## config.mk

```make
export PLATFORM = sky130hd
export DESIGN_NAME = led_driver_fault_protection_unit
export DESIGN_NICKNAME = d
export VERILOG_FILES = /design/src/rtl/ledfp_pkg.sv /design/src/rtl/led_driver_fault_protection_unit.sv
export SDC_FILE = /design/constraint.sdc
export NUM_CORES = 1
export LEC_CHECK = 0
export BUFFER_PORTS_ARGS = -buffer_cell sky130_fd_sc_hd__buf_4
export CAP_MARGIN = 20
export CELL_PAD_IN_SITES_DETAIL_PLACEMENT = 1
export CELL_PAD_IN_SITES_GLOBAL_PLACEMENT = 1
export CORE_UTILIZATION = 35
export DETAILED_ROUTE_END_ITERATION = 12
export HOLD_SLACK_MARGIN = 0.06
export PLACE_DENSITY = 0.62
export SYNTH_ARGS = -nofsm -noshare
export SYNTH_HDL_FRONTEND = slang
export SYNTH_SLANG_ARGS = --single-unit
export TNS_END_PERCENT = 5
```

## constraint.sdc

```tcl
create_clock -name aclk -period 3 [get_ports aclk]
set_input_delay 0.6 -clock aclk [delete_from_list [all_inputs] [get_ports aclk]]
set_output_delay 0.6 -clock aclk [all_outputs]
set_load 0.05 [all_outputs]
```

## src/rtl/ledfp_pkg.sv

```systemverilog
// ----------------------------------------------------------------------------
// ledfp_pkg
// Types and constants of the LED driver fault protection unit: item layouts,
// fault log bit positions, current-limit codes and configuration indexes.
// ----------------------------------------------------------------------------
package ledfp_pkg;

    localparam int VIN_W   = 16;
    localparam int TEMP_W  = 13;
    localparam int FAULT_W = 6;
    localparam int LEVEL_W = 2;
    localparam int CFG_IDX_W  = 3;
    localparam int CFG_DATA_W = 16;
    localparam int S_DATA_W = 32;
    localparam int M_DATA_W = 16;

    // Bit positions in the fault log.
    localparam int F_OCP_WARM  = 0;
    localparam int F_OCP_COOL  = 1;
    localparam int F_TEMP_SD   = 2;
    localparam int F_TEMP_WARN = 3;
    localparam int F_UV        = 4;
    localparam int F_OV        = 5;

    typedef enum logic [LEVEL_W-1:0] {
        LEVEL_FULL   = 2'd0,
        LEVEL_DERATE = 2'd1,
        LEVEL_ZERO   = 2'd2
    } level_t;

    typedef enum logic [CFG_IDX_W-1:0] {
        CFG_TEMP_SHUTDOWN     = 3'd0,
        CFG_TEMP_WARN         = 3'd1,
        CFG_TEMP_WARN_CLEAR   = 3'd2,
        CFG_VIN_UNDER         = 3'd3,
        CFG_VIN_OVER          = 3'd4,
        CFG_VIN_UNDER_RECOVER = 3'd5,
        CFG_VIN_OVER_RECOVER  = 3'd6
    } cfg_index_t;

    localparam logic [TEMP_W-1:0] RST_TEMP_SHUTDOWN     = 13'd1760;
    localparam logic [TEMP_W-1:0] RST_TEMP_WARN         = 13'd1440;
    localparam logic [TEMP_W-1:0] RST_TEMP_WARN_CLEAR   = 13'd1280;
    localparam logic [VIN_W-1:0]  RST_VIN_UNDER         = 16'd40000;
    localparam logic [VIN_W-1:0]  RST_VIN_OVER          = 16'd56000;
    localparam logic [VIN_W-1:0]  RST_VIN_UNDER_RECOVER = 16'd42000;
    localparam logic [VIN_W-1:0]  RST_VIN_OVER_RECOVER  = 16'd54000;

    // Input sample as packed in s_tdata, lowest field last.
    typedef struct packed {
        logic              pad;
        logic              ocp_cool;
        logic              ocp_warm;
        logic [TEMP_W-1:0] temp_q4;
        logic [VIN_W-1:0]  vin_mv;
    } sample_t;

    // Result as packed in m_tdata, lowest field last.
    typedef struct packed {
        logic [2:0]         pad;
        logic               ballast_failure;
        logic               lamp_failure;
        logic [FAULT_W-1:0] fault_flags;
        logic               cool_on;
        logic               warm_on;
        logic               buck_on;
        level_t             limit_level;
    } result_t;

endpackage

```

## src/rtl/led_driver_fault_protection_unit.sv

```systemverilog
// ----------------------------------------------------------------------------
// led_driver_fault_protection_unit
// Per-sample fault protection for a two-channel LED driver: channel, buck and
// current-limit control with sticky fault and failure status.
// ----------------------------------------------------------------------------
// The unit takes one monitor sample per clock and returns one result per
// sample: the sample is registered, evaluated against the thresholds and the
// fault state in one pass of compare logic, and the result is held in an
// output register. The fault state is updated as the sample moves into the
// output register, so a new sample may follow in every cycle; the input side
// stalls only while the output register holds a result that has not been
// taken. Thresholds are written through the cfg port, which is always ready
// and should only be written while no sample is in flight.
module led_driver_fault_protection_unit #(
    parameter int RETRY_LIMIT = 3
) (
    input  logic        aclk,
    input  logic        aresetn,
    // Monitor samples.
    input  logic        s_tvalid,
    output logic        s_tready,
    input  logic [31:0] s_tdata,   // vin_mv[15:0], temp_q4[28:16], ocp_warm[29], ocp_cool[30]
    // Results.
    output logic        m_tvalid,
    input  logic        m_tready,
    output logic [15:0] m_tdata,   // limit_level[1:0], buck_on[2], warm_on[3], cool_on[4],
                                   // fault_flags[10:5], lamp_failure[11], ballast_failure[12]
    // Threshold writes.
    input  logic        cfg_valid,
    output logic        cfg_ready,
    input  logic [2:0]  cfg_index,
    input  logic [15:0] cfg_data
);

    localparam int RETRY_W = $clog2(RETRY_LIMIT + 1);
    localparam logic [RETRY_W-1:0] RETRY_MAX = RETRY_W'(RETRY_LIMIT);

    // Thresholds.
    logic [ledfp_pkg::TEMP_W-1:0] temp_shutdown_reg;
    logic [ledfp_pkg::TEMP_W-1:0] temp_warn_reg;
    logic [ledfp_pkg::TEMP_W-1:0] temp_warn_clear_reg;
    logic [ledfp_pkg::VIN_W-1:0]  vin_under_reg;
    logic [ledfp_pkg::VIN_W-1:0]  vin_over_reg;
    logic [ledfp_pkg::VIN_W-1:0]  vin_under_recover_reg;
    logic [ledfp_pkg::VIN_W-1:0]  vin_over_recover_reg;

    // Fault state.
    logic [ledfp_pkg::FAULT_W-1:0] fault_status_reg, fault_status_next;
    logic [RETRY_W-1:0]            retry_warm_reg, retry_warm_next;
    logic [RETRY_W-1:0]            retry_cool_reg, retry_cool_next;
    logic                          lamp_fail_reg, lamp_fail_next;
    logic                          ballast_fail_reg, ballast_fail_next;

    // Pipeline.
    ledfp_pkg::sample_t sample_reg;
    logic               sample_valid_reg;
    ledfp_pkg::result_t result_reg, result_next;
    logic               result_valid_reg;
    logic               advance;

    logic signed [ledfp_pkg::TEMP_W-1:0] temp_s;

    assign advance   = !result_valid_reg || m_tready;
    assign s_tready  = !sample_valid_reg || advance;
    assign cfg_ready = 1'b1;
    assign m_tvalid  = result_valid_reg;
    assign m_tdata   = result_reg;
    assign temp_s    = $signed(sample_reg.temp_q4);

    always_comb begin
        fault_status_next = fault_status_reg;
        retry_warm_next   = retry_warm_reg;
        retry_cool_next   = retry_cool_reg;
        lamp_fail_next    = lamp_fail_reg;
        ballast_fail_next = ballast_fail_reg;
        result_next       = '0;
        result_next.limit_level = ledfp_pkg::LEVEL_FULL;
        result_next.buck_on     = 1'b1;
        result_next.warm_on     = 1'b1;
        result_next.cool_on     = 1'b1;

        if (sample_reg.ocp_warm) begin
            fault_status_next[ledfp_pkg::F_OCP_WARM] = 1'b1;
            lamp_fail_next      = 1'b1;
            result_next.warm_on = 1'b0;
            if (retry_warm_reg < RETRY_MAX) begin
                retry_warm_next = retry_warm_reg + 1'b1;
            end else begin
                result_next.buck_on = 1'b0;
            end
        end
        if (sample_reg.ocp_cool) begin
            fault_status_next[ledfp_pkg::F_OCP_COOL] = 1'b1;
            lamp_fail_next      = 1'b1;
            result_next.cool_on = 1'b0;
            if (retry_cool_reg < RETRY_MAX) begin
                retry_cool_next = retry_cool_reg + 1'b1;
            end else begin
                result_next.buck_on = 1'b0;
            end
        end

        if (temp_s >= $signed(temp_shutdown_reg)) begin
            fault_status_next[ledfp_pkg::F_TEMP_SD] = 1'b1;
            result_next.limit_level = ledfp_pkg::LEVEL_ZERO;
            result_next.buck_on     = 1'b0;
            result_next.warm_on     = 1'b0;
            result_next.cool_on     = 1'b0;
            ballast_fail_next       = 1'b1;
        end else if (temp_s >= $signed(temp_warn_reg)) begin
            fault_status_next[ledfp_pkg::F_TEMP_WARN] = 1'b1;
            result_next.limit_level = ledfp_pkg::LEVEL_DERATE;
        end else if (temp_s < $signed(temp_warn_clear_reg)) begin
            fault_status_next[ledfp_pkg::F_TEMP_WARN] = 1'b0;
        end

        if (sample_reg.vin_mv < vin_under_reg) begin
            fault_status_next[ledfp_pkg::F_UV] = 1'b1;
            result_next.buck_on = 1'b0;
            result_next.warm_on = 1'b0;
            result_next.cool_on = 1'b0;
        end else if (sample_reg.vin_mv > vin_over_reg) begin
            fault_status_next[ledfp_pkg::F_OV] = 1'b1;
            result_next.buck_on = 1'b0;
            result_next.warm_on = 1'b0;
            result_next.cool_on = 1'b0;
        end else begin
            // Both voltage flags recover only on a sample that is inside the window.
            if (sample_reg.vin_mv > vin_under_recover_reg) begin
                fault_status_next[ledfp_pkg::F_UV] = 1'b0;
            end
            if (sample_reg.vin_mv < vin_over_recover_reg) begin
                fault_status_next[ledfp_pkg::F_OV] = 1'b0;
            end
        end

        result_next.fault_flags     = fault_status_next;
        result_next.lamp_failure    = lamp_fail_next;
        result_next.ballast_failure = ballast_fail_next;
    end

    always_ff @(posedge aclk) begin
        if (!aresetn) begin
            temp_shutdown_reg     <= ledfp_pkg::RST_TEMP_SHUTDOWN;
            temp_warn_reg         <= ledfp_pkg::RST_TEMP_WARN;
            temp_warn_clear_reg   <= ledfp_pkg::RST_TEMP_WARN_CLEAR;
            vin_under_reg         <= ledfp_pkg::RST_VIN_UNDER;
            vin_over_reg          <= ledfp_pkg::RST_VIN_OVER;
            vin_under_recover_reg <= ledfp_pkg::RST_VIN_UNDER_RECOVER;
            vin_over_recover_reg  <= ledfp_pkg::RST_VIN_OVER_RECOVER;
        end else if (cfg_valid && cfg_ready) begin
            case (ledfp_pkg::cfg_index_t'(cfg_index))
                ledfp_pkg::CFG_TEMP_SHUTDOWN: begin
                    temp_shutdown_reg <= cfg_data[ledfp_pkg::TEMP_W-1:0];
                end
                ledfp_pkg::CFG_TEMP_WARN: begin
                    temp_warn_reg <= cfg_data[ledfp_pkg::TEMP_W-1:0];
                end
                ledfp_pkg::CFG_TEMP_WARN_CLEAR: begin
                    temp_warn_clear_reg <= cfg_data[ledfp_pkg::TEMP_W-1:0];
                end
                ledfp_pkg::CFG_VIN_UNDER: begin
                    vin_under_reg <= cfg_data;
                end
                ledfp_pkg::CFG_VIN_OVER: begin
                    vin_over_reg <= cfg_data;
                end
                ledfp_pkg::CFG_VIN_UNDER_RECOVER: begin
                    vin_under_recover_reg <= cfg_data;
                end
                ledfp_pkg::CFG_VIN_OVER_RECOVER: begin
                    vin_over_recover_reg <= cfg_data;
                end
                default: begin
                end
            endcase
        end
    end

    always_ff @(posedge aclk) begin
        if (!aresetn) begin
            sample_valid_reg <= 1'b0;
            result_valid_reg <= 1'b0;
            fault_status_reg <= '0;
            retry_warm_reg   <= '0;
            retry_cool_reg   <= '0;
            lamp_fail_reg    <= 1'b0;
            ballast_fail_reg <= 1'b0;
        end else begin
            if (s_tvalid && s_tready) begin
                sample_valid_reg <= 1'b1;
            end else if (advance) begin
                sample_valid_reg <= 1'b0;
            end
            if (advance) begin
                result_valid_reg <= sample_valid_reg;
                if (sample_valid_reg) begin
                    fault_status_reg <= fault_status_next;
                    retry_warm_reg   <= retry_warm_next;
                    retry_cool_reg   <= retry_cool_next;
                    lamp_fail_reg    <= lamp_fail_next;
                    ballast_fail_reg <= ballast_fail_next;
                end
            end
        end
    end

    always_ff @(posedge aclk) begin
        if (s_tvalid && s_tready) begin
            sample_reg <= s_tdata;
        end
        if (advance && sample_valid_reg) begin
            result_reg <= result_next;
        end
    end

`ifndef SYNTHESIS
    // The failure bits are only cleared by reset.
    a_lamp_sticky: assert property (@(posedge aclk) disable iff (!aresetn)
        lamp_fail_reg |=> lamp_fail_reg)
        else $error("lamp failure bit cleared without reset");

    a_ballast_sticky: assert property (@(posedge aclk) disable iff (!aresetn)
        ballast_fail_reg |=> ballast_fail_reg)
        else $error("ballast failure bit cleared without reset");

    a_retry_range: assert property (@(posedge aclk) disable iff (!aresetn)
        (retry_warm_reg <= RETRY_MAX) && (retry_cool_reg <= RETRY_MAX))
        else $error("retry counter above its limit");

    // A zero current limit comes only from a temperature shutdown.
    a_zero_level_off: assert property (@(posedge aclk) disable iff (!aresetn)
        (m_tvalid && (result_reg.limit_level == ledfp_pkg::LEVEL_ZERO)) |->
        (!result_reg.buck_on && result_reg.fault_flags[ledfp_pkg::F_TEMP_SD]
         && result_reg.ballast_failure))
        else $error("zero current limit without shutdown");

    a_no_stall_when_drained: assert property (@(posedge aclk) disable iff (!aresetn)
        m_tready |-> s_tready)
        else $error("input stalled while output side is ready");
`endif

endmodule

```

# After elaboration in Yosys (flattened, before gate mapping)
# Index checks and enable logic that the tools add are counted.
# classes
n_eq_ne	6
n_lt_le_gt_ge	9
reduce_logical	19
mux	23
n_addsub	2
# ops
op	count
$gt A16 B16 Y1	2
$lt A16 B16 Y1	2
$ge A13 B13 Y1	2
$mux W1	22
$reduce_and A2 Y1	8
$lt A13 B13 Y1	1
$eq A3 B3 Y1 const B	3
$reduce_and A4 Y1	2
$eq A3 B2 Y1 const B	2
$add A2 B1 Y2 const B	2
$lt A2 B2 Y1 const B	2
$eq A3 B1 Y1 const B	1
$logic_not A3 Y1	1
$reduce_or A3 Y1	1
$logic_and A1 B1 Y1	2
$logic_not A1 Y1	2
$logic_or A1 B1 Y1	2
$mux W2	1
$reduce_bool A2 Y1	1
# word_totals
ff_bits	161
word_cells	84
output_inout_bits	19
inputBits	56

# Longest topological paths before layout
# depth
ltp_word	5
ltp_mapped	9
depth_no_buf	8

# Worst setup path before layout
# OpenSTA, ideal clock, no wires.
# synth_path
path_type	register to register
start	reg result_valid_reg (netlist: m_tvalid)
end	reg sample_reg[0] in the netlist's numbering, enable pin
setup_slack_ps	694
setup_time_ps	391
required_time_ps	2609
synth_period_minus_slack_ps	2306
arrival_ps	1915
n_path_buf	0
path_stages_with_launch	4
cell_sequence	dfxtp_1 -> nor2b_1 -> nand2_1 -> and2_1
# synth_between
elab_chain_len	4
# synth_lines
item	line	rtl
from (decl)	led_driver_fault_protection_unit.sv:58	logic result_valid_reg;
from (signal assigned)	led_driver_fault_protection_unit.sv:196	result_valid_reg <= sample_valid_reg;
$logic_not A1 Y1	led_driver_fault_protection_unit.sv:63	assign advance = !result_valid_reg || m_tready;
$logic_or A1 B1 Y1	led_driver_fault_protection_unit.sv:63	
$logic_or A1 B1 Y1	led_driver_fault_protection_unit.sv:64	assign s_tready = !sample_valid_reg || advance;
net s_tready	led_driver_fault_protection_unit.sv:21	output logic s_tready,
$logic_and A1 B1 Y1	led_driver_fault_protection_unit.sv:209	if (s_tvalid && s_tready) begin
to (signal assigned)	led_driver_fault_protection_unit.sv:210	sample_reg <= s_tdata;
to (decl)	led_driver_fault_protection_unit.sv:55	ledfp_pkg::sample_t sample_reg;
# The timed path passes the listed nets, and every way through them passes these cells.
# A chain may end at the register's enable or synchronous reset.

# Worst setup path in the final report
# layout_path
start	reg sample_reg, in the netlist temp_s[2]
end	reg fault_status_reg[3] in the netlist's numbering
# layout_between
elab_chain_len	4
elab_cells_between_ends	6
cone_classes	3 x order compare; 3 x mux
# layout_lines
item	line	rtl
$lt A13 B13 Y1	led_driver_fault_protection_unit.sv:113	end else if (temp_s < $signed(temp_warn_clear_reg)) begin
$mux W1	led_driver_fault_protection_unit.sv:113	
$mux W1	led_driver_fault_protection_unit.sv:110	end else if (temp_s >= $signed(temp_warn_reg)) begin
$mux W1 (*)	led_driver_fault_protection_unit.sv:103	if (temp_s >= $signed(temp_shutdown_reg)) begin
to (signal assigned)	led_driver_fault_protection_unit.sv:198	fault_status_reg <= fault_status_next;
to (decl)	led_driver_fault_protection_unit.sv:48	logic [ledfp_pkg::FAULT_W-1:0] fault_status_reg, fault_status_next;
# Mark *: on every way between the ends. The rest lies on a longest branch, timed or not.

==> results.sh <==
export IMPL_placed_cell_area_sq_um=9120
export IMPL_final_cell_area_sq_um=9690
export IMPL_synth_cell_types=53
export IMPL_ys_top_cells_by_area="dfxtp_1, edfxtp_1, ha_1"
export IMPL_cp_data_arrival_time_ns=2.91
export IMPL_start_kind="register"
export IMPL_io_pin_count=75
export IMPL_final_hold_violation_count=0
export IMPL_fin_util_pct=42.4
export IMPL_remaining_drc_errors=0
export IMPL_htreeDepth=4
export IMPL_fmax_mhz=383
export IMPL_clock_path_buffers=2
export IMPL_power_frac_comb_pct=11.3
export IMPL_first_pass_iters=4
export IMPL_synthFlopType="dfxtp_1"
export IMPL_power_switching_mw=1.29
export IMPL_finalWorstPathRequiredPeriod_ns=2.61
export IMPL_ant_nets=0
export IMPL_end_kind="register"
export IMPL_clk_latency_ns=0.43
export IMPL_synth_common_cells="nand2_1, dfxtp_1, inv_1"
export IMPL_wl_per_cell_microns=15.9
export IMPL_cap_violations=0
export IMPL_critPathKind="reg2reg"
export IMPL_synth_area_per_cell_sq_um=9.16
export IMPL_clk_pin_slew_ns=0.07
export IMPL_seq_power_share_pct=46.7
export IMPL_hold_class="in2reg"
export IMPL_r2r_cells=7
export IMPL_clock_root_buffer="clkbuf_16"
export IMPL_p_per_area_nw_per_um2=525
export IMPL_grt_antenna_before_repair=0
export IMPL_status="completed"
export IMPL_ys_seq_area_share_pct=44.5
export IMPL_p_leak_nw=3.95
export IMPL_ys_ff_latch=161
export IMPL_rows=55
export IMPL_rsz0062_at_grt="no"
export IMPL_cts_tree="built"
export IMPL_viasPerCell=4.88
export IMPL_cts_resized=0
export IMPL_hpwl_mm=15.3
export IMPL_fp_dieH_microns=155
export IMPL_drt_initial_drc_count=228
export IMPL_use_met3_pct=3.48
export IMPL_clkPwrFrac_pct=42.0
export IMPL_final_layout_size_suffix_gt1_share_pct=12.0
export IMPL_vias=6302
export IMPL_internal_power_mw=3.80
export IMPL_largest_register_ffs=18
export IMPL_final_net_count=1125
export IMPL_wirelength_mm=20.5
export IMPL_die_w_microns=155
export IMPL_max_vdd_ir_drop_v=0.000288
export IMPL_die_area_sq_um=24200
export IMPL_yosys_area_top_type_share_pct=28.4
export IMPL_synthMostInstantiatedCell="nand2_1"
export IMPL_num_antenna_cells=0
export IMPL_grt_max_degree=63
export IMPL_cp_max_fo=12
export IMPL_use_met2_pct=30.4
export IMPL_finalSetupViolCount=0
export IMPL_grt_ovfl_total=0
export IMPL_syn_area_sq_um=8240
export IMPL_relSlewSlack_pct=50.1
export IMPL_synth_area_leader_cell="dfxtp_1"
export IMPL_ys_warn_count=0
export IMPL_grt_pass1_vias=6435
export IMPL_netSwitchingFraction_pct=25.3
export IMPL_crit_required_ns=3.30
export IMPL_synth_edf_count=44
export IMPL_slew_viol_final=0
export IMPL_tightestPinTransition_ns=0.739
export IMPL_post_cts_buffers=0
export IMPL_setup_tns_ns=0
export IMPL_fin_crit_sh_pct=87.0
export IMPL_netlist_instances=900
export IMPL_busiest_layer="met2"
export IMPL_initial_core_util_pct=36.1
export IMPL_grt_util_met1_pct=24.4
export IMPL_io_buffers=69
export IMPL_holdPathStages=1
export IMPL_cts_sinks=161
export IMPL_skew_ns=0.0114
export IMPL_syn_to_final_growth_pct=17.5
export IMPL_synthArstFlopShare_pct=0
export IMPL_gp_congestion=0.819
export IMPL_grt_pass1_wl_mm=33.8
export IMPL_whs_ns=0.338
export IMPL_hold_buffers=0
export IMPL_core_sq_um=22800
export IMPL_numCtsBuffers=17
export IMPL_grt_use_total_pct=18.3
-- placed cells by master (no fill, tap or decap), types with 3 or more instances in the layout --
cell type	netlist	final
inv_1	105	105
a21oi_1	37	37
conb_1	2	4
buf_4	4	78
a21boi_1	36	36
nand2b_1	10	10
nand2_1	194	194
edfxtp_1	44	44
or2_2	3	3
nand4_1	15	15
a21o_1	13	13
o21ai_0	9	9
clkbuf_1	29	4
a21boi_0	34	34
o31ai_1	3	3
nor2b_1	12	12
nor2_1	19	19
clkinvlp_4	0	3
clkbuf_16	0	17
o21a_1	5	5
dfxtp_1	117	117
and2_1	6	5
ha_1	102	102
o211ai_1	42	42
nand3_1	16	16
-- worst max-delay path, cell delays in order, from the launching register on --
cell and delay [ns]:
edfxtp_1 0.44, ha_1 0.32, a21o_1 0.19, a21o_1 0.17
a211o_1 0.32, a221o_1 0.56, o311ai_1 0.37, o31ai_1 0.11
-- per-layer routing --
layer  vias to the layer above  routed length, microns
met5                         -                       0
met4                         0                     170
met3                         9                     527
met2                        76                    9550
met1                      3005                   10300
li1                       3212                       -
-- power by group through the flow --
| stage | logic [mW] | clock network, mW | registers (mW) |
|---|---|---|---|
| 2_1_floorplan | 0.337 | 0 | 2.44 |
| 3_3_place_gp | 0.568 | 0 | 2.42 |
| 3_5_place_dp | 0.584 | 0 | 2.43 |
| 4_1_cts | 0.588 | 2.20 | 2.38 |
| 5_1_grt | 0.654 | 2.30 | 2.38 |
| 6_report | 0.576 | 2.14 | 2.38 |
-- cell type report --
type	count	area (sq um)
Timing Repair Buffer	80	626
Fill cell	2667	13200
Tap cell	313	392
Multi-Input combinational cell	602	4050
Inverter	105	394
Clock inverter	9	110
Clock buffer	22	454
Sequential cell	161	3660
-- final timing paths --
kind,startpoint,endpoint,slack [ns]
setup / recovery,temp_s[2]$_DFFE_PP_,fault_status_reg[3]$_SDFFE_PN0P_,0.39
hold / removal,s_tdata[3],sample_reg[3]$_DFFE_PP_,0.34
setup reg to reg,temp_s[2]$_DFFE_PP_,fault_status_reg[3]$_SDFFE_PN0P_,0.39
hold reg to reg,vin_over_reg[10]$_SDFFE_PN0P_,vin_over_reg[10]$_SDFFE_PN0P_,0.45
-- metrics by stage --
stage | setup WS (ns) | total power, mW | cells
floorplan | 0.694 | 2.78 | 902
global placement | 0.429 | 2.99 | 1261
CTS | 0.340 | 5.17 | 1292
detailed placement | 0.368 | 3.01 | 1261
finish | 0.389 | 5.09 | 1292
global route | 0.203 | 5.34 | 1292
-- logic make-up after synthesis --
group | count (synthesis) | synth area share (%)
other | 2 | 0.0911
AO/OA/AOI/OAI | 199 | 16.9
buffers and inverters | 139 | 6.60
multiplexers | 3 | 0.380
adder cells (fa/ha/maj) | 102 | 15.5
XOR/XNOR | 2 | 0.213
flip-flops | 161 | 44.5
AND/OR/NAND/NOR | 292 | 15.9
No activity file was read; power rests on OpenSTA's default activity.
